--- src/rtl/bwr_pkg.sv ---
package bwr_pkg;

  localparam int MaxTexW = 256;
  localparam int MaxTexH = 256;

  localparam int TexColW = $clog2(MaxTexW);
  localparam int TexRowW = $clog2(MaxTexH);
  localparam int CoordW = (TexColW > TexRowW) ? TexColW : TexRowW;

  localparam int BankColW = TexColW - 1;
  localparam int BankRowW = TexRowW - 1;
  localparam int BankAddrW = BankRowW + BankColW;
  localparam int BankDepth = 2 ** BankAddrW;
  localparam int NumBanks = 4;

  localparam int OriginW = 18;
  localparam int StepW = 24;
  localparam int SizeW = 9;
  localparam int IndexW = 10;
  localparam int TexelW = 8;
  localparam int LoadW = 8;
  localparam int PixelW = 16;
  localparam int WeightW = 8;

  // position with 17 fraction bits
  localparam int ProdW = IndexW + 1 + StepW;
  localparam int PosW = ProdW + 2;
  localparam int FracLsb = 17;
  localparam int IpW = PosW - FracLsb;
  localparam int HalfTexelQ17 = 65536;

  localparam int NumStages = 6;

  localparam int DataW = 32;
  localparam int PaddrW = 5;
  localparam int RegIdxW = 3;

  localparam logic [RegIdxW-1:0] RegWinLeft = 3'd0;
  localparam logic [RegIdxW-1:0] RegWinTop = 3'd1;
  localparam logic [RegIdxW-1:0] RegStepX = 3'd2;
  localparam logic [RegIdxW-1:0] RegStepY = 3'd3;
  localparam logic [RegIdxW-1:0] RegTexW = 3'd4;
  localparam logic [RegIdxW-1:0] RegTexH = 3'd5;

  localparam logic FuncWrite = 1'b0;
  localparam logic FuncSample = 1'b1;

  typedef struct packed {
    logic signed [OriginW-1:0] win_left;
    logic signed [OriginW-1:0] win_top;
    logic [StepW-1:0] step_x;
    logic [StepW-1:0] step_y;
    logic [CoordW-1:0] x_hi;
    logic [CoordW-1:0] y_hi;
  } cfg_t;

  typedef struct packed {
    logic ld1;
    logic ld2;
    logic ld3;
    logic ld4;
    logic ld5;
    logic ld6;
  } pipe_en_t;

  typedef struct packed {
    logic we;
    logic [TexColW-1:0] col;
    logic [TexRowW-1:0] row;
    logic [TexelW-1:0] data;
  } tex_wr_t;

endpackage

--- src/rtl/bwr_axis.sv ---
module bwr_axis (
  input  logic clk_i,
  input  bwr_pkg::pipe_en_t en_i,
  input  logic signed [bwr_pkg::OriginW-1:0] origin_i,
  input  logic [bwr_pkg::StepW-1:0] step_i,
  input  logic [bwr_pkg::IndexW-1:0] index_i,
  input  logic [bwr_pkg::CoordW-1:0] hi_i,
  output logic [bwr_pkg::CoordW-1:0] n0_o,
  output logic [bwr_pkg::CoordW-1:0] n1_o,
  output logic [bwr_pkg::WeightW-1:0] wt_o
);

  localparam int CW = bwr_pkg::CoordW;
  localparam int PW = bwr_pkg::PosW;
  localparam int RW = bwr_pkg::ProdW;
  localparam int IW = bwr_pkg::IpW;
  localparam int FL = bwr_pkg::FracLsb;
  localparam int WW = bwr_pkg::WeightW;
  localparam logic signed [PW-1:0] HalfQ17 = PW'(bwr_pkg::HalfTexelQ17);

  logic [RW-1:0] prod_d, prod_q;
  logic signed [PW-1:0] pos_d, pos_q;
  logic signed [PW-1:0] org_ext;
  logic signed [IW-1:0] ip;
  logic signed [IW:0] ip1;
  logic [CW-1:0] n0_d, n0_q, n1_d, n1_q;
  logic [WW-1:0] wt_d, wt_q;

  function automatic logic [CW-1:0] clamp_hi(input logic signed [IW:0] v,
                                             input logic [CW-1:0] hi);
    if (v < 0) begin
      return '0;
    end else if (v > $signed({{(IW + 1 - CW){1'b0}}, hi})) begin
      return hi;
    end else begin
      return v[CW-1:0];
    end
  endfunction

  // stage 1: (2 * index + 1) * step
  assign prod_d = RW'({index_i, 1'b1}) * RW'(step_i);

  // stage 2: origin * 512 + product - 0.5 texel, all in 17 fraction bits
  assign org_ext = PW'(origin_i);
  assign pos_d = (org_ext <<< 9) + $signed(PW'(prod_q)) - HalfQ17;

  // stage 3: floor, clamp both neighbours, 8-bit weight
  assign ip = pos_q[PW-1:FL];
  assign ip1 = {ip[IW-1], ip} + {{IW{1'b0}}, 1'b1};
  assign n0_d = clamp_hi({ip[IW-1], ip}, hi_i);
  assign n1_d = clamp_hi(ip1, hi_i);
  assign wt_d = pos_q[FL-1:FL-WW];

  always_ff @(posedge clk_i) begin
    if (en_i.ld1) begin
      prod_q <= prod_d;
    end
    if (en_i.ld2) begin
      pos_q <= pos_d;
    end
    if (en_i.ld3) begin
      n0_q <= n0_d;
      n1_q <= n1_d;
      wt_q <= wt_d;
    end
  end

  assign n0_o = n0_q;
  assign n1_o = n1_q;
  assign wt_o = wt_q;

endmodule

--- config.mk ---
export PLATFORM = sky130hd
export DESIGN_NAME = bwr_axis
export DESIGN_NICKNAME = d
export VERILOG_FILES = /design/src/rtl/bwr_pkg.sv /design/src/rtl/bwr_axis.sv
export SDC_FILE = /design/constraint.sdc
export NUM_CORES = 1
export LEC_CHECK = 0
export ABC_AREA = 1
export BUFFER_PORTS_ARGS = -buffer_cell sky130_fd_sc_hd__buf_2
export CORE_AREA = 2 2 220 222
export DETAILED_ROUTE_END_ITERATION = 7
export DIE_AREA = 0 0 222 224
export GPL_TIMING_DRIVEN = 0
export PLACE_DENSITY = 0.48
export SYNTH_ARGS = -nofsm -noshare
export SYNTH_HDL_FRONTEND = slang
export SYNTH_SLANG_ARGS = --single-unit
--- constraint.sdc ---
create_clock -name clk_i -period 10.5 [get_ports clk_i]
set_input_delay 0.525 -clock clk_i [delete_from_list [all_inputs] [get_ports clk_i]]
set_output_delay 0.525 -clock clk_i [all_outputs]
set_load 0.03 [all_outputs]
Word-level counts from Yosys, hierarchy flattened
Cells that the tools add are included.

Bits in registers: 96. Logic and storage cells: 15. Input port bits: 67.

Add/sub/neg operators: 3. Multipliers: 1. Mux-type cells: 2. Magnitude comparators: 4.

Operators by type and width (count): adder 27 x 36 -> 37 bit (1); subtractor 37 x 18 -> 37 bit, second input constant (1); multiplier 11 x 24 -> 35 bit (1); adder 20 x 2 -> 21 bit, second input constant (1); > comparator 21 x 9 -> 1 bit (1); < comparator 21 x 1 -> 1 bit, second input constant (1); > comparator 20 x 9 -> 1 bit (1); < comparator 20 x 1 -> 1 bit, second input constant (1); 2-to-1 mux 8 bit (2).

Depth between registers and ports, before layout
Word-level depth: 3. Mapped depth: 23. Depth with buffers taken out: 22.

Worst setup path after synthesis
Ideal clock, no wire load.

Path type: input-to-reg. From: in step_i[5] in the netlist's numbering. To: reg prod_q[22] (data pin). Arrival time: 4.909 ns. Required time: 10.240 ns. Slack: 5.331 ns. Setup time: 0.260 ns. Stages: 21. Path through: clkbuf_1 -> nand2_1 -> fa_1 -> inv_1 -> fa_1 -> inv_1 -> fa_1 -> inv_1 -> fa_1 -> inv_1 -> fa_1 -> inv_1 -> ha_1 -> nand2_1 -> nand2_1 -> o21bai_1 -> a21oi_1 -> o21ai_0 -> nand2_1 -> nand2_1 -> xor2_1.

Cells in the longest elaborated chain, start to end: 1.

Ends and longest elaborated chain: from (decl) (RTL line bwr_axis.sv:5) `input logic [bwr_pkg::StepW-1:0] step_i,`; multiplier 11 x 24 -> 35 bit (RTL line bwr_axis.sv:41) `assign prod_d = RW'({index_i, 1'b1}) * RW'(step_i);`; via prod_d[22] (RTL line bwr_axis.sv:21) `logic [RW-1:0] prod_d, prod_q;`; to (signal assigned) (RTL line bwr_axis.sv:56) `prod_q <= prod_d;`; to (decl) (RTL line bwr_axis.sv:21).

The timed path passes the listed nets, and every way through them passes these cells. A chain may end at the register's enable or synchronous reset.

Final worst setup path
From: in index_i[5] in the netlist's numbering. To: reg prod_q[34] (data pin).

Cells in the longest elaborated chain, start to end: 1.

Ends and longest elaborated chain: from (decl) (RTL line bwr_axis.sv:6) `input logic [bwr_pkg::IndexW-1:0] index_i,`; multiplier 11 x 24 -> 35 bit (RTL line bwr_axis.sv:41); via prod_d[34] (RTL line bwr_axis.sv:21).

The timed path passes the listed nets, and every way through them passes these cells.

==> reports/results.tsv <==
stage	metric	value	unit
outcome	status	finished clean	
worst_hold_path	Worst Hold Launch	pos_q[15]	
setup_path	slowest stage delay, CP	0.76	ns
floorplan	Die Area	0.0497	mm2
clock_tree	Clk Tree Root Cell	clkbuf_16	
timing	Final Max Slew Viols	0	
yosys	Synth Area in Simple Gates	19.3	%
clock_tree	CTS-repair resized insts	0	
detailed_routing	Vias	11400	
timing	Worst-Margin Slew	0.964	ns
layout	nets	2329	
setup_path	Cell Chain, Critical Path	buf_2 -> clkbuf_1 -> nand2_1 -> fa_1 -> inv_1 -> fa_1 -> fa_1 -> fa_1 -> inv_1 -> fa_1 -> inv_1 -> ha_1 -> nand2_1 -> nor2_1 -> nand2_1 -> o21ai_0 -> nand3_1 -> nand3b_1 -> nand2_1	
placed_design	Final GP Congestion	0.856	
global_routing	global-route wire length before repair	61.8	mm
floorplan	Row Count	80	
layout	# fillers	5125	
placed_design	hpwl dp	32.2	mm
worst_hold_path	WHS Endpoint	wt_o[6]	
setup_path	reg2reg path depth	14	
layout	Layout area overhead	10.5	%
clock_tree	Post-CTS Hold Buffers	0	
yosys	Synth Cell Area	0.0141	mm2
setup_path	Most common cell on crit path	fa_1	
setup_path	Critical Path Start Type	input port	
floorplan	Initial Util	29.8	%
setup_path	Buf/Inv on CP	5	
detailed_routing	# DRC	0	
setup_path	crit path max fanout	10	
detailed_routing	Post-Route WL	37.4	mm
layout	final core utilization	32.9	%
yosys	share of the synthesized area in compound gates (AO/OA/AOI/OAI)	6.22	%
setup_path	critical path arrival	6.33	ns
floorplan	die height	224	um
detailed_routing	drt first-iter violations	438	
yosys	Post-synth top cells	inv_1, nand2_1, fa_1, ha_1, nor2_1	
yosys	number of synthesized flops with an enable pin	78	
yosys	largest family of logic cells by synthesized area	adder cells	
timing	Max Clk Rate	160	MHz
clock_tree	Post-CTS Repair Setup Buffers	0	
yosys	sequential area share after synthesis	16.6	%
clock_tree	CTS tree	yes	
worst_hold_path	Hold WC Path Type	flip-flop to flip-flop	
floorplan	core area	0.0473	mm2
layout	footprint of the multi-input gates	0.00970	mm2
timing	post-layout min period	6.24	ns
yosys	Synth Area per Inst	7.72	um2
timing	Setup TNS Final	0	ns
clock_tree	Clock Path Buffers	2	
yosys	post-synthesis net count	2233	
timing	unrepaired setup endpoints after global routing	no	
setup_path	Crit. End Element	flip-flop	
setup_path	RR Endpoint	n1_o[4]	
floorplan	Boundary Pins	91	
clock_tree	Clock transition at path regs	0.06	ns
yosys	post-synthesis mux area share	0	%
timing	fin crit share	59.4	%
setup_path	flop2flop setup slack	7.54	ns
placed_design	# port buffers	85	
floorplan	die width	222	um
clock_tree	CTS buffer count	9	
setup_path	CP delay by family, top	adder cells	
yosys	post-synth top area share	28.1	%
clock_tree	Skew-Pair Late Insertion Delay	0.34	ns
detailed_routing	Avg Vias per Cell	4.48	
global_routing	largest net degree at the start of global routing	29	
yosys	Synth cell types	38	
detailed_routing	per-cell routed wire length	14.7	um
yosys	top cells by area, synth	fa_1, edfxtp_1, inv_1, nand2_1, ha_1	
yosys	FFs w/ async S/R, synth	0	%
global_routing	vias in the first global route	11900	
yosys	Synth warnings	0	
timing	relative max-transition margin	35.7	%
layout	share of cells above drive strength 1	6.48	%
flow_run	Max-cap violations	0	
setup_path	worst r2r src	pos_q[17]	
yosys	XOR/XNOR share of the synthesized area	2.79	%
layout	FF+latch area	0.00234	mm2
global_routing	global route overflow	0	
worst_hold_path	worst hold stages	0	
yosys	Seq cells post-synth	78	
timing	Worst Clk Skew	0.00679	ns
yosys	most common cell in the netlist	inv_1	
yosys	Mapped Cells	1829	
setup_path	CP max-delay cell	clkbuf_1	
detailed_routing	DR pass1 iterations	5	
setup_path	Crit Path Class	input port to flip-flop	
clock_tree	H-tree depth	3	
clock_tree	CTS Sinks	78	
yosys	Main synth FF type	edfxtp_1	
timing	final setup vio count	0	
global_routing	initial antenna violation count	1	
global_routing	GRT Overall Usage	15.6	%
layout	# diodes	0	
timing	Fin. Hold Viols	0	
yosys	adder-cell share of the synthesized area	40.4	%
setup_path	WP data required	10.59	ns
detailed_routing	number of routed nets with antenna violations	0	
yosys	Yosys top cell by area	fa_1	
[stage by stage]
step           hold WS (ns)  instance area, um2  instances  setup slack (ns)
2_1_floorplan         0.400               14100       1829              5.33
3_3_place_gp          0.407               15300       2529              3.85
3_5_place_dp          0.405               15300       2529              3.86
4_1_cts               0.420               15600       2545              4.23
5_1_grt               0.425               15600       2545              3.98
6_report              0.419               15600       2545              4.26
[metal layers]
metal  wire [um]  global-route usage (%)  share of wire, %  vias up
met5           0                       0                 0        -
met4         819                    4.25               2.2        0
met3        1320                    1.67               3.5       38
met2       17800                    27.4                48      219
met1       17400                    20.3                47     5472
li1            -                       -                 -     5669
[how the worst max path moves through the flow]
| stage | from | to | slack [ns] | cells after the start |
|---|---|---|---|---|
| after global placement | index_i[5] | prod_q[34] | 3.85 | 19 |
| after floorplan | step_i[5] | prod_q[22] | 5.33 | 21 |
| final | index_i[5] | prod_q[34] | 4.26 | 19 |
| after detailed placement | index_i[5] | prod_q[34] | 3.86 | 19 |
| after CTS | index_i[5] | prod_q[34] | 4.23 | 19 |
| after global routing | index_i[5] | prod_q[34] | 3.98 | 19 |
[layout make-up]
cell class / instances / share of cell area, %
Sequential cell: 78 / 15.0
Multi-Input combinational cell: 1204 / 62.2
Buffer: 47 / 1.27
Timing Repair Buffer: 85 / 2.73
Clock inverter: 7 / 0.353
Clock buffer: 9 / 1.44
Inverter: 500 / 12.0
Tap cell: 615 / 4.94
[flip-flops by register name (all words and copies together) (netlist names)]
name	count
pos_q	28
prod_q	26
n0_o	8
n1_o	8
wt_o	8
[cells in the final DEF, fill, tap and decap left out, types with 42 or more instances in the layout]
cell	instances
ha_1	139
nand2_1	470
a21oi_1	71
clkbuf_1	42
nor2_1	101
edfxtp_1	78
fa_1	198
buf_2	87
nand3_1	44
inv_1	498
[logic make-up (layout without fill, tap and decap cells)]
logic type	Yosys count	count (layout)
AND/OR/NAND/NOR	668	668
buffers and inverters	547	648
adder cells (fa/ha/maj)	337	337
AO/OA/AOI/OAI	154	154
flip-flops	78	78
XOR/XNOR	45	45
Power is not shown: default switching activity piles up to over one toggle a cycle in this logic, so the estimate is an artifact.
