<file path="src/rtl/bwr_pkg.sv">
package bwr_pkg;

  localparam int MaxTexW = 256;
  localparam int MaxTexH = 256;

  localparam int TexColW = $clog2(MaxTexW);
  localparam int TexRowW = $clog2(MaxTexH);
  localparam int CoordW = (TexColW > TexRowW) ? TexColW : TexRowW;

  localparam int BankColW = TexColW - 1;
  localparam int BankRowW = TexRowW - 1;
  localparam int BankAddrW = BankRowW + BankColW;
  localparam int BankDepth = 2 ** BankAddrW;
  localparam int NumBanks = 4;

  localparam int OriginW = 18;
  localparam int StepW = 24;
  localparam int SizeW = 9;
  localparam int IndexW = 10;
  localparam int TexelW = 8;
  localparam int LoadW = 8;
  localparam int PixelW = 16;
  localparam int WeightW = 8;

  // position with 17 fraction bits
  localparam int ProdW = IndexW + 1 + StepW;
  localparam int PosW = ProdW + 2;
  localparam int FracLsb = 17;
  localparam int IpW = PosW - FracLsb;
  localparam int HalfTexelQ17 = 65536;

  localparam int NumStages = 6;

  localparam int DataW = 32;
  localparam int PaddrW = 5;
  localparam int RegIdxW = 3;

  localparam logic [RegIdxW-1:0] RegWinLeft = 3'd0;
  localparam logic [RegIdxW-1:0] RegWinTop = 3'd1;
  localparam logic [RegIdxW-1:0] RegStepX = 3'd2;
  localparam logic [RegIdxW-1:0] RegStepY = 3'd3;
  localparam logic [RegIdxW-1:0] RegTexW = 3'd4;
  localparam logic [RegIdxW-1:0] RegTexH = 3'd5;

  localparam logic FuncWrite = 1'b0;
  localparam logic FuncSample = 1'b1;

  typedef struct packed {
    logic signed [OriginW-1:0] win_left;
    logic signed [OriginW-1:0] win_top;
    logic [StepW-1:0] step_x;
    logic [StepW-1:0] step_y;
    logic [CoordW-1:0] x_hi;
    logic [CoordW-1:0] y_hi;
  } cfg_t;

  typedef struct packed {
    logic ld1;
    logic ld2;
    logic ld3;
    logic ld4;
    logic ld5;
    logic ld6;
  } pipe_en_t;

  typedef struct packed {
    logic we;
    logic [TexColW-1:0] col;
    logic [TexRowW-1:0] row;
    logic [TexelW-1:0] data;
  } tex_wr_t;

endpackage

</file>
<file path="src/rtl/bwr_cfg.sv">
module bwr_cfg (
  input  logic clk_i,
  input  logic rst_ni,
  input  logic psel,
  input  logic penable,
  input  logic pwrite,
  input  logic [bwr_pkg::PaddrW-1:0] paddr,
  input  logic [bwr_pkg::DataW-1:0] pwdata,
  output logic [bwr_pkg::DataW-1:0] prdata,
  output logic pready,
  output bwr_pkg::cfg_t cfg_o
);

  localparam int CW = bwr_pkg::CoordW;
  localparam int OW = bwr_pkg::OriginW;
  localparam int SW = bwr_pkg::StepW;
  localparam int ZW = bwr_pkg::SizeW;
  localparam int DW = bwr_pkg::DataW;

  logic [OW-1:0] win_left_q;
  logic [OW-1:0] win_top_q;
  logic [SW-1:0] step_x_q;
  logic [SW-1:0] step_y_q;
  logic [ZW-1:0] tex_w_q;
  logic [ZW-1:0] tex_h_q;
  logic [bwr_pkg::RegIdxW-1:0] idx;
  logic wr_en;

  // last texel index, with zero treated as one and large sizes saturated
  function automatic logic [CW-1:0] size_hi(input logic [ZW-1:0] raw, input int maxv);
    if (raw == '0) begin
      return '0;
    end else if (int'(raw) > maxv) begin
      return CW'(maxv - 1);
    end else begin
      return CW'(raw - ZW'(1));
    end
  endfunction

  assign idx = paddr[bwr_pkg::PaddrW-1:2];
  assign wr_en = psel && penable && pwrite;
  assign pready = 1'b1;

  always_ff @(posedge clk_i or negedge rst_ni) begin
    if (!rst_ni) begin
      win_left_q <= '0;
      win_top_q <= '0;
      step_x_q <= SW'(65536);
      step_y_q <= SW'(65536);
      tex_w_q <= ZW'(256);
      tex_h_q <= ZW'(256);
    end else if (wr_en) begin
      unique case (idx)
        bwr_pkg::RegWinLeft: win_left_q <= pwdata[OW-1:0];
        bwr_pkg::RegWinTop: win_top_q <= pwdata[OW-1:0];
        bwr_pkg::RegStepX: step_x_q <= pwdata[SW-1:0];
        bwr_pkg::RegStepY: step_y_q <= pwdata[SW-1:0];
        bwr_pkg::RegTexW: tex_w_q <= pwdata[ZW-1:0];
        bwr_pkg::RegTexH: tex_h_q <= pwdata[ZW-1:0];
        default: ;
      endcase
    end
  end

  always_comb begin
    unique case (idx)
      bwr_pkg::RegWinLeft: prdata = DW'(win_left_q);
      bwr_pkg::RegWinTop: prdata = DW'(win_top_q);
      bwr_pkg::RegStepX: prdata = DW'(step_x_q);
      bwr_pkg::RegStepY: prdata = DW'(step_y_q);
      bwr_pkg::RegTexW: prdata = DW'(tex_w_q);
      bwr_pkg::RegTexH: prdata = DW'(tex_h_q);
      default: prdata = '0;
    endcase
  end

  always_comb begin
    cfg_o.win_left = win_left_q;
    cfg_o.win_top = win_top_q;
    cfg_o.step_x = step_x_q;
    cfg_o.step_y = step_y_q;
    cfg_o.x_hi = size_hi(tex_w_q, bwr_pkg::MaxTexW);
    cfg_o.y_hi = size_hi(tex_h_q, bwr_pkg::MaxTexH);
  end

endmodule

</file>
<file path="config.mk">
export PLATFORM = sky130hd
export DESIGN_NAME = bwr_cfg
export DESIGN_NICKNAME = d
export VERILOG_FILES = /design/src/rtl/bwr_pkg.sv /design/src/rtl/bwr_cfg.sv
export SDC_FILE = /design/constraint.sdc
export NUM_CORES = 1
export LEC_CHECK = 0
export ABC_CLOCK_PERIOD_IN_PS = 1730
export BUFFER_PORTS_ARGS = -buffer_cell sky130_fd_sc_hd__buf_2
export CAP_MARGIN = 15
export CORE_MARGIN = 2
export CORE_UTILIZATION = 30
export CTS_CLUSTER_DIAMETER = 120
export CTS_CLUSTER_SIZE = 24
export DETAILED_ROUTE_END_ITERATION = 10
export HOLD_SLACK_MARGIN = 0.06
export PLACE_DENSITY_LB_ADDON = 0.12
export SLEW_MARGIN = 10
export SYNTH_ARGS = -nofsm -noshare
export SYNTH_HDL_FRONTEND = slang
export SYNTH_SLANG_ARGS = --single-unit
</file>
<file path="constraint.sdc">
create_clock -name clk_i -period 1.73 [get_ports clk_i]
set_clock_uncertainty 0.05 [all_clocks]
set_input_delay 0.0865 -clock clk_i [delete_from_list [all_inputs] [get_ports clk_i]]
set_output_delay 0.0865 -clock clk_i [all_outputs]
set_load 0.05 [all_outputs]
</file>
==> After elaboration in Yosys (flattened, before gate mapping) <==
Cells that the tools add are included.
{ "word_totals": {"regBits": 102, "input_bits": 42, "out_inout_bits": 133, "word_cells": 31} }
{ "classes": {"addsub": 2, "order_cmp": 2, "eq_ne": 5, "muxes": 5, "reduce_logical": 11} }
{ "ops": {"columns": ["operator", "n"], "rows": [
  ["24-bit one-hot mux with 6 select lines", 1],
  ["8-bit two-way mux", 4],
  ["9-bit greater-than comparator (second input constant)", 2],
  ["9-bit logical NOT", 2],
  ["8-bit by 1-bit subtractor with 8-bit output (second input constant)", 2],
  ["2-bit AND reduction", 6],
  ["3-bit by 2-bit == test with 1-bit output (second input constant)", 2],
  ["3-bit == test (second input constant)", 2],
  ["3-bit by 1-bit == test with 1-bit output (second input constant)", 1],
  ["3-bit logical NOT", 1],
  ["1-bit logical AND", 2]
]} }

==> Depth between registers and ports, before layout <==
Gate-level depths: netlist (run 1).
{ "depth": {"depth_word": 3, "depth_mapped": 6, "ltp_nobuf": 6} }

==> Worst setup path after synthesis (run 1) <==
No wires, ideal clock.
{ "synth_path": {"kind": "reg-to-output", "from": "register tex_w_q[2]", "to": "output port cfg_o[13] (netlist name)", "arrival_time_ns": 2.230, "required_time_ns": 1.593, "setup_slack_ns": -0.636, "stages_incl_launch_ff": 4, "n_path_buf": 0, "cell_sequence": "dfrtp_1 > nor3_1 > a21oi_1 > o31ai_1"} }
{ "synth_rtl": {"columns": ["item", "line", "rtl"], "rows": [
  ["start: declaration", "bwr_cfg.sv:24", "logic [ZW-1:0] tex_w_q;"],
  ["start signal: assignment", "bwr_cfg.sv:58", "bwr_pkg::RegTexW: tex_w_q <= pwdata[ZW-1:0];"],
  ["end: declaration", "bwr_cfg.sv:11", "output bwr_pkg::cfg_t cfg_o"]
]} }

==> impl_metrics.tcl, run 1 <==
set metrics [dict create \
    status "complete, but fails checks" \
    failed_checks "negative setup slack" \
    path_cells "inv_2 -> ha_4 -> nor3b_4 -> and2_4 -> nor4_1 -> o32a_1 -> buf_6" \
    synth-seq-cells 102 \
    gp_congestion 0.793 \
    drt_iter0_drc 214 \
    placed_cells 829 \
    clock_tree.root_cell "clkbuf_16" \
    drv_slew 0 \
    clock_power_share_pct 17.8 \
    grt_usage_pct 17.6 \
    critical-path-top-delay-family "simple AND/OR/NAND/NOR gates" \
    drtPass1Iterations 4 \
    antenna_found_initial 0 \
    ios 175 \
    slowest_delay_ps 390 \
    wl_met1_mm 7.86 \
    final_cell_mix "buf_2 (120), dfrtp_1 (93), buf_4 (69)" \
    final-setup-viol-count 21 \
    clock_path_buffers 2 \
    hold_class "input port to async pin" \
    htree_num_levels 3 \
    cp.depth 7 \
    die_h_um 138 \
    layout_setup_ws_ps -331 \
    wl_per_cell_um 18.7 \
    switching_share_pct 43.9 \
    grt_overflow_total 0 \
    placed_area_mm2 0.00692 \
    insertedDiodeCount 0 \
    p_comb_share_pct 51.9 \
    nNetsFinal 714 \
    rsz0062_at_grt "yes" \
    instances_no_fill 902 \
    ys_warn_count 0 \
    die_area_mm2 0.0192 \
    areaGrowthSynthToFinish_pct 51.7 \
    required_ps 1590 \
    cp-end-kind "output pin" \
    cts_buffers 9 \
    place_ws_ps -45.9 \
    period_needed_ps 2060 \
    cts_tree "yes" \
    drc 0 \
    async_flop_share_pct 100 \
    hold_viol 0 \
    p_int_mw 6.14 \
    ant_nets 0 \
    dpl.hpwl_mm 12.2 \
    synth.largest_area_cell "dfrtp_1" \
    io_buffers 155 \
    power_mw 11.0 \
    wl_met2_mm 8.09 \
    power_switching_mw 4.81 \
    timing.final.crit_share_pct 119 \
    avgSynthCellArea_um2 12.9 \
    vdd_drop_max_uv 789 \
    regToRegSetupSlack_ps 640 \
    crit_buf_inv 2 \
    synth_top_flop_cell "dfrtp_1" \
    fp.dieW_um 138 \
    via_count 4391 \
    synth.distinct_cells 49 \
    grt_pass1_vias 4507 \
    synth.top_cell.area_share_pct 45.2 \
    syn-cell-area_mm2 0.00542 \
    fmax_mhz 485 \
    via_per_inst 4.87 \
    powerDensity_mw_per_mm2 1330 \
    grt_start_max_net_pins 47 \
    grt_pass1_wl_mm 26.4 \
    worstPathArrival_ps 1920 \
    stdcell_area_mm2 0.00822 \
    cts.clk_slew.worst_paths_ps 60 \
    reg2reg_depth 3 \
    crit_path_top_delay_cell "dfrtp_1" \
    crit_fanout 4 \
    synth-edff-count 0 \
    fp.coreArea_mm2 0.0178 \
    clk_latency_ps 350 \
    wl_mm 16.8 \
    n_fill_cell 1658 \
    path_class "register to output pin" \
    start_kind "register" \
    p_leak_nw 3.91 \
    synth_seq_area_share_pct 47.2 \
    power_frac_seq_pct 30.2 \
    maxCapViolations 0 \
    start_util_pct 30.4 \
    drive_above_1_share_pct 67.0 \
    mostFrequentLayoutCell "buf_2" \
    rows 49 \
    highest_layer "met4" \
    wl_met3_um 762 \
    cts.sinks 102 \
    syn_inst 421 \
    ys_top_cells_by_area "dfrtp_1 (45%), mux2_2 (14%), mux2_4 (8.3%), mux4_2 (5.8%), mux2i_1 (2.8%)" \
]
==> metal layers <==
layer	track usage [%]	up-vias
met3	4.40	14
li1	-	2013
met2	28.6	111
met1	24.2	2253
met4	2.90	0
met5	0	-
==> final timing paths <==
check,from,endpoint
min,rst_ni,step_y_q[11]
max reg2reg,tex_w_q[6],tex_w_q[6]
max,tex_h_q[1],cfg_o[3]
min reg2reg,step_x_q[12],step_x_q[12]
min in group clk_i,penable,tex_w_q[1]
max in group asynchronous,rst_ni,tex_w_q[8]
==> area by class of cell <==
cell class              instances  area (um2)  area share, %
clock buffers                  16         282           3.42
inverters                      11        41.3          0.502
repair buffers                267        2080           25.3
well taps                     229         287           3.48
flip-flops and latches        102        2570           31.2
multi-input cells             277        2970           36.1
==> stage by stage <==
stage,setup TNS (ps),utilization (%),hold slack [ps]
after global routing,-6080,46.1,157
after global placement,-42.5,38.8,-74.0
final,-4310,46.1,119
after detailed placement,-148,38.8,-64.8
after CTS,-3920,44.8,126
after floorplan,-806,-,-259
==> synthesized netlist by cell type (2+ instances only) <==
master / instances
nor3_1: 5
mux2i_1: 15
o22ai_1: 7
dfstp_2: 4
a21oi_1: 14
nand3_1: 4
inv_1: 11
buf_4: 10
ha_1: 4
nor3b_1: 4
nand4b_1: 2
a22oi_1: 5
conb_1: 2
nor2b_1: 10
o21ai_0: 12
mux4_2: 14
nor2_1: 19
nor4_1: 3
o221ai_1: 2
and2_1: 3
dfrtp_1: 98
and3_1: 3
a21o_1: 2
o21a_1: 3
nand2_1: 12
mux2_1: 4
xnor2_1: 4
a31oi_1: 4
clkbuf_1: 10
buf_2: 10
mux2_4: 30
mux2_2: 67
buf_6: 8
==> power by group through the flow <==
stage          combinational, mW  clock (mW)  sequential [mW]
4_1_cts                     5.48        2.02             3.31
3_5_place_dp                4.78           0             3.34
3_3_place_gp                4.76           0             3.32
2_1_floorplan               2.20           0             4.60
5_1_grt                     5.94        2.12             3.38
6_report                    5.69        1.95             3.31
==> repair_timing <==
item                                   4_1_cts  5_1_grt
hold buffers                                25        0
pin swaps                                   16       11
endpoints found under the hold margin      200        0
buffers inserted                            17       16
resized for setup                          120       42
setup endpoints to repair                   25       34
==> state kept, by name, summed over array words and instances (netlist names) <==
signal / flops
win_left_q: 18
win_top_q: 18
step_x_q: 24
step_y_q: 24
tex_h_q: 9
tex_w_q: 9
==> kinds of logic (layout without fill, tap and decap cells) <==
group           Yosys count  count (layout)  share of synthesized area [%]
mux                     130             130                           31.6
flops                   102             102                           47.2
simple gates             75              75                           7.75
compound gates           54              54                           6.12
buf+inv                  49             294                           5.42
fa+ha+maj                 5               5                           1.11
xor+xnor                  4               4                          0.646
other cells               2               9                          0.139
==> worst register-to-register path, stage by stage (launching register included) <==
cell     delay (ps)
dfrtp_2         440
buf_6           120
buf_4           110
mux2_2          240
(Power assumes the default switching activity.)
==> run 2: changes to the inputs <==
--- a/config.mk
+++ b/config.mk
@@ -14,7 +14,6 @@
 export CTS_CLUSTER_SIZE = 24
 export DETAILED_ROUTE_END_ITERATION = 10
 export HOLD_SLACK_MARGIN = 0.06
-export PLACE_DENSITY_LB_ADDON = 0.12
 export SLEW_MARGIN = 10
 export SYNTH_ARGS = -nofsm -noshare
 export SYNTH_HDL_FRONTEND = slang
==> run 2 against run 1 <==
Compared with the run above: the run still ends with negative setup slack left; global-route usage shrank 0.089 points; first-iteration DRC count grew 15%; final cell count grew 0.89%; non-clock buffer count grew 7; clock power grew 8%; largest cell class unchanged.
==> impl_metrics.tcl, run 2 (same netlist as run 1, synthesis figures left out) <==
set metrics [dict create \
    timing.final.crit_share_pct 120 \
    via_count 4523 \
    rsz0062_at_grt "yes" \
    finalSetupTns_ps -5190 \
    grt_pass1_wl_mm 26.4 \
    drive_above_1_share_pct 68.1 \
    required_ps 1590 \
    maxCapViolations 0 \
    cts_tree "yes" \
    grt_overflow_total 0 \
    grt_usage_pct 17.5 \
    powerDensity_mw_per_mm2 1360 \
    slew_headroom_pct 62.3 \
    cts_buffers 9 \
    grt_start_max_net_pins 103 \
    hold_viol 0 \
    wl_mm 17.1 \
    fp.coreArea_mm2 0.0178 \
    worstPathArrival_ps 1950 \
    nNetsFinal 721 \
    grt_pass1_vias 4641 \
    areaGrowthSynthToFinish_pct 52.4 \
    cp-end-kind "output pin" \
    vdd_drop_max_uv 966 \
    tightestPinTransition_ps 566 \
    start_util_pct 30.4 \
    seqCellArea_mm2 0.00256 \
    drc 0 \
    ios 175 \
    status "complete, but fails checks" \
    layout_setup_ws_ps -355 \
    gp_congestion 0.934 \
    wl_per_cell_um 18.8 \
    multi_input_comb_area_mm2 0.00298 \
    io_buffers 155 \
    p_leak_nw 3.94 \
    path_class "register to output pin" \
    final_cell_mix "buf_2 (120), dfrtp_1 (93), buf_4 (78)" \
    fmax_mhz 480 \
    fp.dieW_um 138 \
    start_kind "register" \
    dpl.hpwl_mm 11.6 \
    crit_fanout 3 \
    clock_tree.root_cell "clkbuf_16" \
    mostFrequentLayoutCell "buf_2" \
    drtPass1Iterations 4 \
    cts.clk_slew.worst_paths_ps 70 \
    failed_checks "negative setup slack" \
    die_h_um 138 \
    n_fill_cell 1619 \
    period_needed_ps 2080 \
    clock_path_buffers 2 \
    hold_class "input port to async pin" \
    drv_slew 0 \
    hold_slack_ps 307 \
    via_per_inst 4.97 \
    clk_latency_ps 340 \
    final-setup-viol-count 22 \
    htree_num_levels 3 \
    drt_iter0_drc 247 \
    die_area_mm2 0.0192 \
    ant_nets 0 \
    cts.sinks 102 \
    top_regs "step_x_q x24, step_y_q x24" \
    rows 49 \
    antenna_found_initial 1 \
]
run 2: layout make-up:
| class | instances | share of cell area [%] |
|---|---|---|
| multi-input cells | 277 | 36.1 |
| flip-flops and latches | 102 | 31.0 |
| repair buffers | 274 | 25.3 |
| well taps | 229 | 3.47 |
| clock buffers | 12 | 3.10 |
| clock inverters | 4 | 0.545 |
| inverters | 11 | 0.500 |
| diodes | 1 | 0.0303 |
run 2: layer usage:
| layer | GRT usage (%) | vias up | share of wire (%) |
|---|---|---|---|
| met4 | 5.85 | 0 | 2.3 |
| met1 | 22.5 | 2327 | 43 |
| li1 | - | 2019 | - |
| met2 | 28.9 | 150 | 50 |
| met5 | 0 | - | 0 |
| met3 | 4.33 | 27 | 4.6 |
run 2: repair_timing:
| item | 4_1_cts | 5_1_grt |
|---|---|---|
| setup endpoints to repair | 28 | 34 |
| hold buffers | 25 | 0 |
| hold endpoints to repair | 198 | 0 |
| pin swaps | 13 | 23 |
| buffers inserted | 14 | 26 |
| resized for setup | 102 | 55 |
run 2: worst max-delay path: stages (launching register included):
cell	delay, ps
dfrtp_1	390
inv_2	90
ha_4	140
nor3b_4	240
and2_4	200
nor4_2	40
o32a_1	350
buf_6	160
run 2: worst paths after layout:
kind                                   start            to  slack (ps)  cells after the start
worst min-delay path                  rst_ni   step_x_q[5]         310                      3
worst max-delay path              tex_h_q[1]      cfg_o[3]        -350                      7
min in group clk_i                    pwrite    tex_w_q[2]         320                      6
worst min register to register  step_x_q[13]  step_x_q[13]         460                      1
worst max register to register    tex_h_q[6]    tex_h_q[6]         620                      3
max in group asynchronous             rst_ni    tex_w_q[2]         900                      3
run 2: report_power, final:
| part | internal, mW | leakage (nW) | switching [mW] |
|---|---|---|---|
| clock | 1.20 | 0.152 | 0.907 |
| sequential | 2.88 | 1.28 | 0.428 |
| combinational | 2.20 | 2.51 | 3.59 |
run 2: stage by stage:
| stage | power [mW] | util (%) | setup WS, ps | area [um2] | cells |
|---|---|---|---|---|---|
| floorplan | 6.80 | - | -259 | 5570 | 428 |
| global placement | 8.04 | 38.5 | -22.4 | 6880 | 828 |
| detailed placement | 8.12 | 38.5 | -64.5 | 6880 | 828 |
| CTS | 10.8 | 44.1 | -289 | 7870 | 883 |
| global route | 11.7 | 46.3 | -415 | 8260 | 910 |
| finish | 11.2 | 46.3 | -355 | 8260 | 910 |
