===== src/rtl/bwr_pkg.sv =====
package bwr_pkg;

  localparam int MaxTexW = 256;
  localparam int MaxTexH = 256;

  localparam int TexColW = $clog2(MaxTexW);
  localparam int TexRowW = $clog2(MaxTexH);
  localparam int CoordW = (TexColW > TexRowW) ? TexColW : TexRowW;

  localparam int BankColW = TexColW - 1;
  localparam int BankRowW = TexRowW - 1;
  localparam int BankAddrW = BankRowW + BankColW;
  localparam int BankDepth = 2 ** BankAddrW;
  localparam int NumBanks = 4;

  localparam int OriginW = 18;
  localparam int StepW = 24;
  localparam int SizeW = 9;
  localparam int IndexW = 10;
  localparam int TexelW = 8;
  localparam int LoadW = 8;
  localparam int PixelW = 16;
  localparam int WeightW = 8;

  // position with 17 fraction bits
  localparam int ProdW = IndexW + 1 + StepW;
  localparam int PosW = ProdW + 2;
  localparam int FracLsb = 17;
  localparam int IpW = PosW - FracLsb;
  localparam int HalfTexelQ17 = 65536;

  localparam int NumStages = 6;

  localparam int DataW = 32;
  localparam int PaddrW = 5;
  localparam int RegIdxW = 3;

  localparam logic [RegIdxW-1:0] RegWinLeft = 3'd0;
  localparam logic [RegIdxW-1:0] RegWinTop = 3'd1;
  localparam logic [RegIdxW-1:0] RegStepX = 3'd2;
  localparam logic [RegIdxW-1:0] RegStepY = 3'd3;
  localparam logic [RegIdxW-1:0] RegTexW = 3'd4;
  localparam logic [RegIdxW-1:0] RegTexH = 3'd5;

  localparam logic FuncWrite = 1'b0;
  localparam logic FuncSample = 1'b1;

  typedef struct packed {
    logic signed [OriginW-1:0] win_left;
    logic signed [OriginW-1:0] win_top;
    logic [StepW-1:0] step_x;
    logic [StepW-1:0] step_y;
    logic [CoordW-1:0] x_hi;
    logic [CoordW-1:0] y_hi;
  } cfg_t;

  typedef struct packed {
    logic ld1;
    logic ld2;
    logic ld3;
    logic ld4;
    logic ld5;
    logic ld6;
  } pipe_en_t;

  typedef struct packed {
    logic we;
    logic [TexColW-1:0] col;
    logic [TexRowW-1:0] row;
    logic [TexelW-1:0] data;
  } tex_wr_t;

endpackage


===== src/rtl/bwr_blend.sv =====
module bwr_blend (
  input  logic clk_i,
  input  bwr_pkg::pipe_en_t en_i,
  input  logic [bwr_pkg::TexelW-1:0] a_i,
  input  logic [bwr_pkg::TexelW-1:0] b_i,
  input  logic [bwr_pkg::TexelW-1:0] c_i,
  input  logic [bwr_pkg::TexelW-1:0] d_i,
  input  logic [bwr_pkg::WeightW-1:0] wx_i,
  input  logic [bwr_pkg::WeightW-1:0] wy_i,
  output logic [bwr_pkg::PixelW-1:0] pixel_o
);

  localparam int WW = bwr_pkg::WeightW;
  localparam int PX = bwr_pkg::PixelW;

  logic [WW:0] wxc, wyc;
  logic [PX:0] col0_sum, col1_sum;
  logic [PX-1:0] c1_q, c2_q;
  logic [WW-1:0] wy_q;
  logic [PX+WW:0] row_sum;
  logic [PX-1:0] pix_q;

  assign wxc = 9'd256 - {1'b0, wx_i};
  assign col0_sum = 17'(a_i) * 17'(wxc) + 17'(b_i) * 17'(wx_i);
  assign col1_sum = 17'(c_i) * 17'(wxc) + 17'(d_i) * 17'(wx_i);

  assign wyc = 9'd256 - {1'b0, wy_q};
  assign row_sum = 25'(c1_q) * 25'(wyc) + 25'(c2_q) * 25'(wy_q);

  always_ff @(posedge clk_i) begin
    if (en_i.ld5) begin
      c1_q <= col0_sum[PX-1:0];
      c2_q <= col1_sum[PX-1:0];
      wy_q <= wy_i;
    end
    if (en_i.ld6) begin
      pix_q <= row_sum[PX+WW-1:WW];
    end
  end

  assign pixel_o = pix_q;

endmodule


===== config.mk =====
export PLATFORM = sky130hd
export DESIGN_NAME = bwr_blend
export DESIGN_NICKNAME = d
export VERILOG_FILES = /design/src/rtl/bwr_pkg.sv /design/src/rtl/bwr_blend.sv
export SDC_FILE = /design/constraint.sdc
export NUM_CORES = 1
export LEC_CHECK = 0
export BUFFER_PORTS_ARGS = -buffer_cell sky130_fd_sc_hd__buf_2
export CAP_MARGIN = 30
export CORE_MARGIN = 2
export CORE_UTILIZATION = 45
export DETAILED_ROUTE_END_ITERATION = 8
export SETUP_SLACK_MARGIN = 0.5
export SLEW_MARGIN = 10
export SYNTH_ARGS = -nofsm -noshare
export SYNTH_HDL_FRONTEND = slang
export SYNTH_SLANG_ARGS = --single-unit

===== constraint.sdc =====
create_clock -name clk_i -period 14 [get_ports clk_i]
set_clock_uncertainty 0.15 [all_clocks]
set_input_delay 2.8 -clock clk_i [delete_from_list [all_inputs] [get_ports clk_i]]
set_output_delay 2.8 -clock clk_i [all_outputs]
set_load 0.01 [all_outputs]

== After elaboration in Yosys (flattened, before gate mapping) ==
Cells that the tools add are included.

* Register bits after elaboration: 56
* Bits in latches: 0
* Bits in writable memories: 0
* Memory bits (read-only): 0
* Bits of input ports: 55
* Output and inout bits: 16
* Word-level logic and storage cells: 15
* Memories: 0

* Add/sub/neg operators: 5
* Multiply operators: 6
* Divide/modulo/power cells: 0
* $lt $le $gt $ge: 0
* Equality and inequality tests: 0
* Shift-type cells: 0
* Multiplexer cells: 0
* Bitwise gates (word level): 0
* Reductions and logical operators: 0

{| class="wikitable"
|+ Operators with widths
! kind !! count
|-
| adder 16 bit || 2
|-
| multiplier 8 x 8 -> 16 bit || 2
|-
| multiplier 8 x 9 -> 16 bit || 2
|-
| adder 24 bit || 1
|-
| multiplier 16 x 8 -> 24 bit || 1
|-
| multiplier 16 x 9 -> 24 bit || 1
|-
| subtractor 9 x 8 -> 9 bit, first input constant || 2
|}

== Depth between registers and ports, before layout ==
Gate-level depths: netlist of the first run.

* Depth in word-level cells: 3
* Depth in mapped cells: 26
* Gate-level depth less buffers: 24

== Worst setup path before layout of the first run ==
No wires, ideal clock.

* Path kind: input port to flip-flop
* Start: input wx_i[0] in the netlist's numbering
* End: register c2_q[15], data pin
* Setup time: 0.203 ns
* Arrival: 9.009 ns
* Data required time: 13.647 ns
* Setup slack: 4.638 ns
* Stages: 24
* Path buffers: 2
* Cell sequence: clkbuf_1 > inv_1 > ha_1 > or3b_4 > nor3_1 > xnor2_1 > clkbuf_1 > nand2_1 > fa_1 > inv_1 > fa_1 > fa_1 > fa_1 > inv_1 > fa_1 > fa_1 > inv_1 > ha_1 > a21oi_1 > o21ai_1 > a41o_1 > o31ai_4 > mux2i_1 > a2111oi_1

* Longest elaborated chain between the ends: 3
* Elaborated cells on any way between the ends: 4
* Classes of those cells: add/sub (2); mul (2)

{| class="wikitable"
|+ RTL lines
! element !! line !! text
|-
| start: declaration || bwr_blend.sv:8 || <nowiki>input logic [bwr_pkg::WeightW-1:0] wx_i,</nowiki>
|-
| subtractor 9 x 8 -> 9 bit || bwr_blend.sv:23 || <nowiki>assign wxc = 9'd256 - {1'b0, wx_i};</nowiki>
|-
| multiplier 8 x 9 -> 16 bit || bwr_blend.sv:25 || <nowiki>assign col1_sum = 17'(c_i) * 17'(wxc) + 17'(d_i) * 17'(wx_i);</nowiki>
|-
| adder 16 bit (*) || bwr_blend.sv:25 ||
|-
| net col1_sum[15] || bwr_blend.sv:17 || <nowiki>logic [PX:0] col0_sum, col1_sum;</nowiki>
|-
| end signal: assignment || bwr_blend.sv:33 || <nowiki>c2_q <= col1_sum[PX-1:0];</nowiki>
|-
| end: declaration || bwr_blend.sv:18 || <nowiki>logic [PX-1:0] c1_q, c2_q;</nowiki>
|}

The timed path passes the listed nets; every way through them passes the cells marked *.
A chain may end at the register's enable or synchronous reset.

== Worst setup path in the final report of the first run ==
Ends and elaborated chain as after synthesis.

==> results.txt, run 1 <==
* Net count after synthesis: 2,753
- Reg2Reg Depth: 20
* Worst path cell trace: buf_2, inv_1, ha_1, or3b_4, nor3_1, xnor2_1, nand2_1, fa_1, inv_1, fa_1, fa_1, fa_1, inv_1, fa_1, fa_1, inv_1, ha_1, a21oi_1, o21ai_1, a41o_1, o31ai_4, mux2i_1, a2111oi_1
- Placement row count: 75
- The path with the worst hold slack has its endpoint at pixel_o[15].
* Number of endpoints with negative hold slack in the final report: 0
- For this run, the share of the core covered by cells in the final layout is 0.484.
- Mean area per synthesized cell: 9.33 sq um
- Setup repair after global routing left no endpoint under its margin.
* Height of the chip: 211 um
- Summed over all layers, the routed wires come to 40.7 mm.
* CP startpoint: wx_i[0]
- Count of vias placed by the detailed router: 13,100
- Type of element capturing the critical path: flip-flop
- Clock latency on the worst-skew pair, taken at its later pin, is 320 ps.
- In this run, CTS created clock tree buffers numbering 5.
- Fraction of final layout cells sized beyond drive strength 1: 0.0492
- The initial antenna violation count came to 1.
* Area growth from synthesis to final layout: 5.45%
* Total iterations of the first detailed-routing run: 5
- Global route total overflow: 0
* Worst min path class: reg -> reg
* TritonCTS clock tree: built
- The synthesized design contains 56 enable-type register cells.
* Highest achievable clock rate: 0.0990 GHz
- Of the post-synthesis cell area, the dominant cell type holds 0.436.
* R2r endpoint: pixel_o[14]
* Multi-input combinational cell area: 15,400 sq um
* Count of state elements after synthesis: 56
- The via count of the first global-routing pass is 14,300.
- Measured against its own limit, the worst slew margin works out to 0.343.
- Maximum number of pins on one net before global-route repair: 41
- For this design, the sink count on the clock tree is 56.
- After detailed routing, the average wire length per cell comes to 15.5 um.
- Hold repair after CTS inserted 0 buffers.
- Together, buffers and inverters on the worst path number 5.
- The worst hold path was traced through 4 stages.
- Chip Width: 211 um
- Among all stages on the critical path, the largest delay is contributed by sky130_fd_sc_hd__xnor2_1.
- Core region area: 42,200 sq um
- Hold path startpoint: c1_q[15]
- After detailed routing, the number of remaining DRC violations is 0.
- Storage cell area: 1680 sq um
* GPL Wtd Cong: 0.838
* Worst setup SP type: primary input
- Count of boundary I/O pins: 71
- Setup violations remaining at the end of the flow were counted as 0.
- Summing every instance area after synthesis gives 19,400 sq um.
- Aggregate negative setup slack: 0 ps
- The flow ran to the end, and the final reports show no timing, DRC or antenna violations.
- Number of DRC violations after detailed-routing iteration 0: 559
* Top cells by area in the synthesized netlist: sky130_fd_sc_hd__fa_1 (44%), sky130_fd_sc_hd__ha_1 (13%), sky130_fd_sc_hd__inv_1 (11%), sky130_fd_sc_hd__and2_1 (9.3%), sky130_fd_sc_hd__edfxtp_1 (8.7%)
- Asr flop ratio synth: 0
- Synth unique cells: 49
* Port-buffer cells: 66
* Reg-to-reg slack, setup: 5540 ps
- The setup path with the least slack is of type in -> reg.
- Diode insertion count for antenna repair: 0
- In this design, the stage delay of the slowest critical-path cell is 790 ps.
- In this run the remaining antenna-violating nets after routing total 0.
- Along the worst path, the maximum fanout reaches 34.
* Number of instances in the synthesized netlist: 2,075
- HPWL reported at the end of detailed placement: 34.2 mm
* First-pass GRT wire length: 70.8 mm
- At the end of the flow, the number of nets in the layout was 2,770.
- No sink is reached through more buffers than the 2 on the longest clock path.
* Count of synthesis-stage warnings from yosys: 0
* Layout fillers: 4,085
* Category of cells accounting for the largest share of critical-path delay: adder cells
* Overall fraction of global-route tracks in use: 0.199
* Maximum level of the CTS H-tree: 2
* Clock-pin slew on the worst setup and hold paths: 80 ps
* Library cell occupying the most area in the post-synthesis netlist: sky130_fd_sc_hd__fa_1
* Portion of the clock cycle consumed by the worst path in the final layout: 0.722
* Number of max-cap violations: 0
- Dividing the detail-routed via count by the number of cells gives 4.98.
- After clock tree synthesis, the repair step resized 0 gates.
- The initial utilization of the core area, before any placement, comes to 0.459.
- Post-CTS setup repair buffer count: 0
* Most common cell on crit path: sky130_fd_sc_hd__fa_1
- For the worst setup path, the data required time is 13,900 ps.
* Top flip-flop cell by instance count after synthesis: sky130_fd_sc_hd__edfxtp_1
* Sequential area share after synthesis: 0.0868
* Signal arrival time at the worst endpoint: 10,000 ps
* Actual transition at the worst max-transition pin: 979 ps
* Area of the die: 44,700 sq um
- The root buffer cell chosen for the clock tree is sky130_fd_sc_hd__clkbuf_16.
- Final critical delay including setup and external delays: 10,100 ps
* Max Transition Viols Final: 0
* Worst reg2reg startpoint: wy_q[1]
## worst max path at each step
stage               end  depth (start not counted)
6_report       c2_q[15]                         23
5_1_grt        c2_q[15]                         23
4_1_cts        c2_q[15]                         23
3_5_place_dp   c2_q[15]                         23
3_3_place_gp   c2_q[15]                         23
2_1_floorplan  c2_q[15]                         24
## layout make-up
type                       instances  share of cell area
clock buffer                       5             0.00613
clock inverter                     3             0.00227
inverter                         547               0.101
multi-input combinational       1402               0.754
sequential                        56              0.0824
tap                              539              0.0330
timing repair buffer              80              0.0219
## stage by stage
step | cells | hold WS, ps | worst slack, ps | instance area (sq um)
2_1_floorplan | 2075 | 820 | 4640 | 19400
3_3_place_gp | 2621 | 1150 | 3670 | 20200
3_5_place_dp | 2621 | 1170 | 3650 | 20200
4_1_cts | 2629 | 1170 | 3970 | 20400
5_1_grt | 2632 | 1260 | 3440 | 20400
6_report | 2632 | 1190 | 3900 | 20400
## synthesized netlist by cell type, types with 14 or more instances
cell and number:
sky130_fd_sc_hd__clkbuf_1 49, sky130_fd_sc_hd__buf_1 17, sky130_fd_sc_hd__xor2_1 18, sky130_fd_sc_hd__and2_1 287
sky130_fd_sc_hd__o21ai_0 14, sky130_fd_sc_hd__xnor2_1 47, sky130_fd_sc_hd__a21oi_1 23, sky130_fd_sc_hd__nor2_1 25
sky130_fd_sc_hd__inv_1 547, sky130_fd_sc_hd__fa_1 422, sky130_fd_sc_hd__nand2_1 264, sky130_fd_sc_hd__edfxtp_1 56
sky130_fd_sc_hd__ha_1 201
## placed cells by master, fill, tap and decap left out, types with 17 or more instances in the layout
master and count:
sky130_fd_sc_hd__a21oi_1 23, sky130_fd_sc_hd__nand2_1 264, sky130_fd_sc_hd__fa_1 422, sky130_fd_sc_hd__inv_1 547, sky130_fd_sc_hd__nor2_1 25, sky130_fd_sc_hd__xnor2_1 43
sky130_fd_sc_hd__xor2_1 17, sky130_fd_sc_hd__ha_1 201, sky130_fd_sc_hd__edfxtp_1 56, sky130_fd_sc_hd__buf_2 66, sky130_fd_sc_hd__and2_1 287
## sequential cells by signal, summed over array words and instances (netlist names)
signal	flops
pixel_o	16
c2_q	16
c1_q	16
wy_q	8
## metal layers
metal | share of wire | track usage | vias up | wire length (um)
met5 | 0.00027 | 0 | - | 11
met4 | 0.016 | 0.0466 | 2 | 654
met3 | 0.039 | 0.0230 | 43 | 1580
met2 | 0.50 | 0.352 | 240 | 20400
met1 | 0.44 | 0.260 | 6741 | 18100
li1 | - | - | 6082 | -
## kinds of logic after synthesis
group,share of synthesized area
and+or+nand+nor,0.166
DFF,0.0868
adders and majority gates,0.566
AOI/OAI and AO/OA,0.0298
buffers and inverters,0.120
muxes,0.000517
xor gates and xnor gates,0.0302
## worst min-delay path: cells and delay by family (launching register included)
kind | cells | cell delay (ps)
flops | 1 | 580
simple gates | 1 | 160
compound gates | 2 | 220
xor+xnor | 1 | 220
Power of run 1 is not shown: default switching activity piles up to over one toggle a cycle in this logic, so the estimate is an artifact.
==> run 2: changes to the inputs <==
==> constraint.sdc (replaced) <==
create_clock -name clk_i -period 9.46 [get_ports clk_i]
set_clock_uncertainty 0.15 [all_clocks]
set_input_delay 1.892 -clock clk_i [delete_from_list [all_inputs] [get_ports clk_i]]
set_output_delay 1.892 -clock clk_i [all_outputs]
set_load 0.01 [all_outputs]
==> results.txt, run 2 (same netlist as run 1, synthesis figures left out) <==
- Count of clock tree sinks: 56 (unchanged)
- The number of buffers added by the clock tree synthesis step came to 5 (unchanged).
- The remaining global-route overflow came to 0 (unchanged).
- The maximum fanout along the worst path came to 18 (was 34).
* Effective utilization at floorplan: 0.459 (unchanged)
- Port-buffer cells: 66 (unchanged)
- Highest achievable clock rate: 0.118 GHz
- After layout, the minimum clock period comes to 8480 ps.
* Setup repair after global routing missed its margin: false (unchanged)
- Destination of the worst hold path: pixel_o[0] (was pixel_o[15])
- The class of the most critical setup path was in -> reg (unchanged).
- Count of boundary I/O pins: 71 (unchanged)
- Area of the die: 44,700 sq um (unchanged)
* WL/cell: 15.4 um (was 15.5 um)
* Maximum buffer depth of the clock tree: 2 (unchanged)
- The path class of the lowest-slack min-delay path is reg -> reg (unchanged).
- Remaining antenna violation count: 0 (unchanged)
- Reg-to-reg slack, setup: 1590 ps (was 5540 ps)
- The required arrival time at the worst endpoint is 9370 ps (was 13,900 ps).
- The cell count of the worst hold path came to 6 (was 4).
- Reg2Reg Depth: 22 (was 20)
* Hold path startpoint: c2_q[0] (was c1_q[15])
- The total of max-cap violations came to 0 (unchanged).
- The remaining design rule violation count came to 0 (unchanged).
- The most frequent standard cell in the layout excluding fill and tap cells is sky130_fd_sc_hd__inv_1 (unchanged).
* Fraction of final layout cells sized beyond drive strength 1: 0.0505 (was 0.0492)
- Maximum level of the CTS H-tree: 2 (unchanged)
* R2r endpoint: pixel_o[15] (was pixel_o[14])
* Core region area: 42,200 sq um (unchanged)
* Clock root buffer master: sky130_fd_sc_hd__clkbuf_16 (unchanged)
- Commonest non-fill, non-tap cells in the layout: sky130_fd_sc_hd__inv_1 (547), sky130_fd_sc_hd__fa_1 (422), sky130_fd_sc_hd__and2_1 (287) (unchanged)
* Area growth from synthesis to final layout: 5.40% (was 5.45%)
- Total iterations of the first detailed-routing run: 5 (unchanged)
- Actual transition at the worst max-transition pin: 1020 ps (was 979 ps)
- Diode insertion count for antenna repair: 0 (unchanged)
- Overall fraction of global-route tracks in use: 0.199 (about the same)
* Worst setup SP type: primary input (unchanged)
- Aggregate negative setup slack: 0 ps (unchanged)
* Count of vias placed by the detailed router: 13,100 (about the same)
* Portion of the clock cycle consumed by the worst path in the final layout: 0.897
* GPL Wtd Cong: 0.852 (was 0.838)
- Number of DRC violations after detailed-routing iteration 0: 579 (was 559)
- The reg-to-reg startpoint was wy_q[3] (was wy_q[1]).
* Signal arrival time at the worst endpoint: 8390 ps (was 10,000 ps)
- The ratio of routed vias to standard cells was 4.95 (was 4.98).
- The worst-case headroom to the max-slew limit is 0.317 (was 0.343).
- The type of destination of the critical path was a flip-flop (unchanged).
* Result of the run: finished clean (unchanged)
- The final count of pins violating max slew was 0 (unchanged).
- Maximum number of pins on one net before global-route repair: 41 (unchanged)
- Placement row count: 75 (unchanged)
- HPWL reported at the end of detailed placement: 34.8 mm (was 34.2 mm)
* Vias in the first global route: 14,600 (was 14,300)
- The clock tree from TritonCTS was built (unchanged).
- Total Nets Final: 2,778 (was 2,770)
- The initial antenna violation count was 1 (unchanged).
- Clock latency on the worst-skew pair: 320 ps (about the same)
- The register clock-pin slew on the reported worst setup and hold paths was 80 ps (about the same).
- Number of endpoints with negative hold slack in the final report: 0 (unchanged)
* Setup Viol. Count Final: 0 (unchanged)
* Routed WL: 40.7 mm (about the same)
- The die height was 211 um (unchanged).
* First-pass GRT wire length: 71.3 mm (was 70.8 mm)
- Chip Width: 211 um (unchanged)
- The number of hold buffers added after CTS is 0 (unchanged).
[run 2: cell count changes in the layout (fill, tap and decap cells not counted), sizes merged]
cell and delta:
buf +8, clkinv +1, bufinv -1, inv -1, clkinvlp -1, clkbuf +1
[run 2: timing repair]
action,CTS,global route
endpoints found under the hold margin,0,0
setup endpoints to repair,0,1
resized for setup,0,1
buffers inserted,0,0
[run 2: final cells by class]
| class | instances | area [sq um] |
|---|---|---|
| tap | 539 | 674 |
| fill | 4002 | 21800 |
| timing repair buffer | 88 | 495 |
| multi-input combinational | 1402 | 15400 |
| clock inverter | 1 | 5.00 |
| inverter | 547 | 2050 |
| clock buffer | 6 | 129 |
| sequential | 56 | 1680 |
[run 2: how the worst max path moves through the flow]
| stage | start | end | cells past startpoint |
|---|---|---|---|
| after global placement | wx_i[1] | c2_q[15] | 23 |
| after floorplan | wx_i[0] | c2_q[15] | 24 |
| after CTS | wx_i[1] | c2_q[15] | 23 |
| after global routing | wx_i[1] | c2_q[15] | 23 |
| after detailed placement | wx_i[1] | c2_q[15] | 23 |
| final | wx_i[1] | c2_q[15] | 23 |
[run 2: per-stage QoR]
step           worst slack [ps]  utilization  std cells  hold slack, ps  area [sq um]
2_1_floorplan              1010            -       2075             820         19400
3_3_place_gp                553        0.480       2630            1190         20300
3_5_place_dp                489        0.480       2632            1200         20300
4_1_cts                     800        0.483       2639            1210         20400
5_1_grt                     610        0.483       2639            1280         20400
6_report                    976        0.483       2639            1200         20400
[run 2: worst max-delay path, cell delays in order]
cell	delay, ps
sky130_fd_sc_hd__buf_2	210
sky130_fd_sc_hd__inv_1	100
sky130_fd_sc_hd__ha_1	170
sky130_fd_sc_hd__or3b_4	420
sky130_fd_sc_hd__nor3_1	270
sky130_fd_sc_hd__xnor2_2	260
sky130_fd_sc_hd__nand2_1	150
sky130_fd_sc_hd__fa_1	550
sky130_fd_sc_hd__inv_1	50
sky130_fd_sc_hd__fa_1	550
sky130_fd_sc_hd__fa_1	450
sky130_fd_sc_hd__fa_1	540
sky130_fd_sc_hd__inv_1	50
sky130_fd_sc_hd__fa_1	450
sky130_fd_sc_hd__fa_1	490
sky130_fd_sc_hd__inv_1	40
sky130_fd_sc_hd__ha_1	330
sky130_fd_sc_hd__a21oi_1	160
sky130_fd_sc_hd__o21ai_1	110
sky130_fd_sc_hd__a41o_1	310
sky130_fd_sc_hd__o31ai_4	230
sky130_fd_sc_hd__mux2i_1	110
sky130_fd_sc_hd__a2111oi_1	490
[run 2: per-layer routing]
metal | vias up | GRT usage | routed length (um)
met5 | - | 0 | 11
met4 | 2 | 0.0408 | 644
met3 | 44 | 0.0142 | 1230
met2 | 226 | 0.361 | 20500
met1 | 6688 | 0.264 | 18300
li1 | 6103 | - | -
Power of run 2 is left out for the same reason.
==> run 3: changes to the inputs <==
--- a/config.mk
+++ b/config.mk
@@ -7,9 +7,11 @@
 export LEC_CHECK = 0
 export BUFFER_PORTS_ARGS = -buffer_cell sky130_fd_sc_hd__buf_2
 export CAP_MARGIN = 30
+export CORE_ASPECT_RATIO = 1.5
 export CORE_MARGIN = 2
 export CORE_UTILIZATION = 45
 export DETAILED_ROUTE_END_ITERATION = 8
+export PLACE_DENSITY = 0.61
 export SETUP_SLACK_MARGIN = 0.5
 export SLEW_MARGIN = 10
 export SYNTH_ARGS = -nofsm -noshare
==> results.txt, run 3 (same netlist as run 1, synthesis figures left out) <==
* Number of max-cap violations: 0 (unchanged)
* Total Nets Final: 2,776 (was 2,778)
- Finished layout cell area: 20,400 sq um (about the same)
- The number of nets still failing antenna checks after routing was 0 (unchanged).
* Met1 capacity usage during global routing: 0.221 (was 0.264)
* Diode insertion count for antenna repair: 0 (unchanged)
- The path class of the lowest-slack min-delay path was reg -> reg (unchanged).
* Max Transition Viols Final: 0 (unchanged)
- Aggregate negative setup slack: 0 ps (unchanged)
- The final worst-path cycle share is 0.900 (was 0.897).
* WP buf/inv: 6 (was 5)
* Core region area: 42,700 sq um (was 42,200 sq um)
* Chip Width: 173 um (was 211 um)
- Count of vias placed by the detailed router: 13,300 (was 13,100)
* Most Used Layer, Global Route: met2 (unchanged)
- Area growth from synthesis to final layout: 5.58% (was 5.40%)
- The clock tree from TritonCTS is built (unchanged).
* Total iterations of the first detailed-routing run: 5 (unchanged)
* Maximum buffer depth of the clock tree: 2 (unchanged)
* Clock latency on the worst-skew pair: 330 ps (was 320 ps)
- HPWL reported at the end of detailed placement: 36.4 mm (was 34.8 mm)
* Worst path cell trace: buf_2, inv_1, ha_1, or3b_4, nor3_1, xnor2_1, buf_4, nand2_1, fa_1, inv_1, fa_1, fa_1, fa_1, inv_1, fa_1, fa_1, inv_1, ha_1, nand2_1, o21a_1, o21ai_0, o21ai_0, a21oi_1, xnor2_1 (was buf_2, inv_1, ha_1, or3b_4, nor3_1, xnor2_2, nand2_1, fa_1, inv_1, fa_1, fa_1, fa_1, inv_1, fa_1, fa_1, inv_1, ha_1, a21oi_1, o21ai_1, a41o_1, o31ai_4, mux2i_1, a2111oi_1)
- PostCTS Resize Cnt: 0 (unchanged)
* Count of clock tree sinks: 56 (unchanged)
- Highest achievable clock rate: 0.118 GHz (about the same)
* Final critical delay including setup and external delays: 8510 ps (was 8480 ps)
- The average detailed-routed wire length per instance is 16.0 um (was 15.4 um).
- The die footprint was 44,700 sq um (about the same).
- Commonest non-fill, non-tap cells in the layout: sky130_fd_sc_hd__inv_1 (547), sky130_fd_sc_hd__fa_1 (422), sky130_fd_sc_hd__and2_1 (287) (unchanged)
- Effective utilization at floorplan: 0.453 (was 0.459)
* Slowest Stage Delay on Critical Path: 570 ps (was 550 ps)
- The cell occurring most often along the worst timing path is sky130_fd_sc_hd__fa_1 (unchanged).
- The cell class contributing the biggest share of worst-path delay is adder cells (unchanged).
- The arrival time at the worst endpoint came to 8430 ps (was 8390 ps).
- The row count came to 93 (was 75).
- Setup repair after global routing missed its margin: false (unchanged)
- The total placed instance area is 20,300 sq um (about the same).
* Routed WL: 42.8 mm (was 40.7 mm)
* Overall fraction of global-route tracks in use: 0.206 (was 0.199)
- The met2 demand-to-capacity share in global routing came to 0.408 (was 0.361).
* First-pass GRT wire length: 73.7 mm (was 71.3 mm)
- The number of top-level design ports was 71 (unchanged).
* Result of the run: finished clean (unchanged)
- The register clock-pin slew on the reported worst setup and hold paths was 80 ps (about the same).
- The via count of the first global-routing pass was 15,400 (was 14,600).
* Maximum number of pins on one net before global-route repair: 41 (unchanged)
- The final hold violation count came to 0 (unchanged).
- Post-CTS setup repair buffer count: 0 (unchanged)
- The startpoint type of the worst setup path is a primary input (unchanged).
- Maximum level of the CTS H-tree: 2 (unchanged)
- Headroom to the max-slew limit: 0.381 (was 0.317)
- Total DRC errors in the routed layout: 0 (unchanged)
- Detailed-route vias per instance: 5.00 (was 4.95)
- GPL Wtd Cong: 0.843 (was 0.852)
- Setup Viol. Count Final: 0 (unchanged)
- The die height came to 258 um (was 211 um).
- The pin slew with the least headroom to its limit is 924 ps (was 1020 ps).
* Port-buffer cells: 66 (unchanged)
* Crit Path Max Fanout: 18 (unchanged)
- The most frequent standard cell in the layout excluding fill and tap cells is sky130_fd_sc_hd__inv_1 (unchanged).
- Number of CTS-inserted buffers: 5 (unchanged)
- The class of the most critical setup path was in -> reg (unchanged).
* Number of DRC violations after detailed-routing iteration 0: 477 (was 579)
* Global-route track usage on met3: 0.0180 (was 0.0142)
* Slowest library cell on the worst path: sky130_fd_sc_hd__fa_1 (unchanged)
- The fraction of final layout cells sized beyond drive strength 1 was 0.0491 (was 0.0505).
* Data required time of the worst path: 9380 ps (was 9370 ps)
- The initial antenna violation count came to 1 (unchanged).
- The number of hold buffers added after CTS came to 0 (unchanged).
- The type of destination of the critical path is a flip-flop (unchanged).
- Global route total overflow: 0 (unchanged)
- Utilization of the core after routing: 0.479 (was 0.483)
* Clock root buffer master: sky130_fd_sc_hd__clkbuf_16 (unchanged)
==> run 3: changes by cell type in the layout (fill, tap and decap cells not counted) <==
cell / before / now
sky130_fd_sc_hd__buf_12: 0 / 1
sky130_fd_sc_hd__buf_4: 22 / 19
sky130_fd_sc_hd__clkinv_1: 0 / 1
sky130_fd_sc_hd__clkinv_2: 1 / 0
sky130_fd_sc_hd__clkinvlp_4: 0 / 1
sky130_fd_sc_hd__xnor2_1: 45 / 46
sky130_fd_sc_hd__xnor2_2: 3 / 2
==> run 3: metal layers <==
| metal | routed length (um) | share of wire |
|---|---|---|
| met5 | 0 | 0 |
| met4 | 1830 | 0.043 |
| met3 | 1550 | 0.036 |
| met2 | 23700 | 0.55 |
| met1 | 15700 | 0.37 |
==> run 3: path summary, 6_finish.rpt <==
| path | slack (ps) | cells past startpoint | end | from |
|---|---|---|---|---|
| worst max-delay path | 950 | 24 | c1_q[15] | wx_i[1] |
| worst min-delay path | 1170 | 4 | pixel_o[15] | c1_q[15] |
| worst max register to register | 1600 | 19 | pixel_o[14] | wy_q[3] |
| worst min register to register | 1170 | 4 | pixel_o[15] | c1_q[15] |
==> run 3: through the flow <==
step                cells  setup slack (ps)  hold WS, ps
global route         2669               597         1250
CTS                  2668               920         1170
finish               2669               950         1170
floorplan            2075              1010          820
detailed placement   2660               550         1170
global placement     2659               707         1150
==> run 3: final cells by class <==
cell class / instances / area, sq um
Clock buffer: 6 / 129
Clock inverter: 2 / 11.3
Fill cell: 4139 / 22300
Inverter: 547 / 2050
Multi-Input combinational cell: 1402 / 15400
Sequential cell: 56 / 1680
Tap cell: 570 / 713
Timing Repair Buffer: 86 / 493
==> run 3: tightest hold or removal path: cells and delay by family, from the launching register on <==
family,cells,cell delay (ps)
flip-flops,1,600
AND/OR/NAND/NOR,2,340
XOR/XNOR,1,110
AO/OA/AOI/OAI,1,100
Power of run 3 is left out for the same reason.
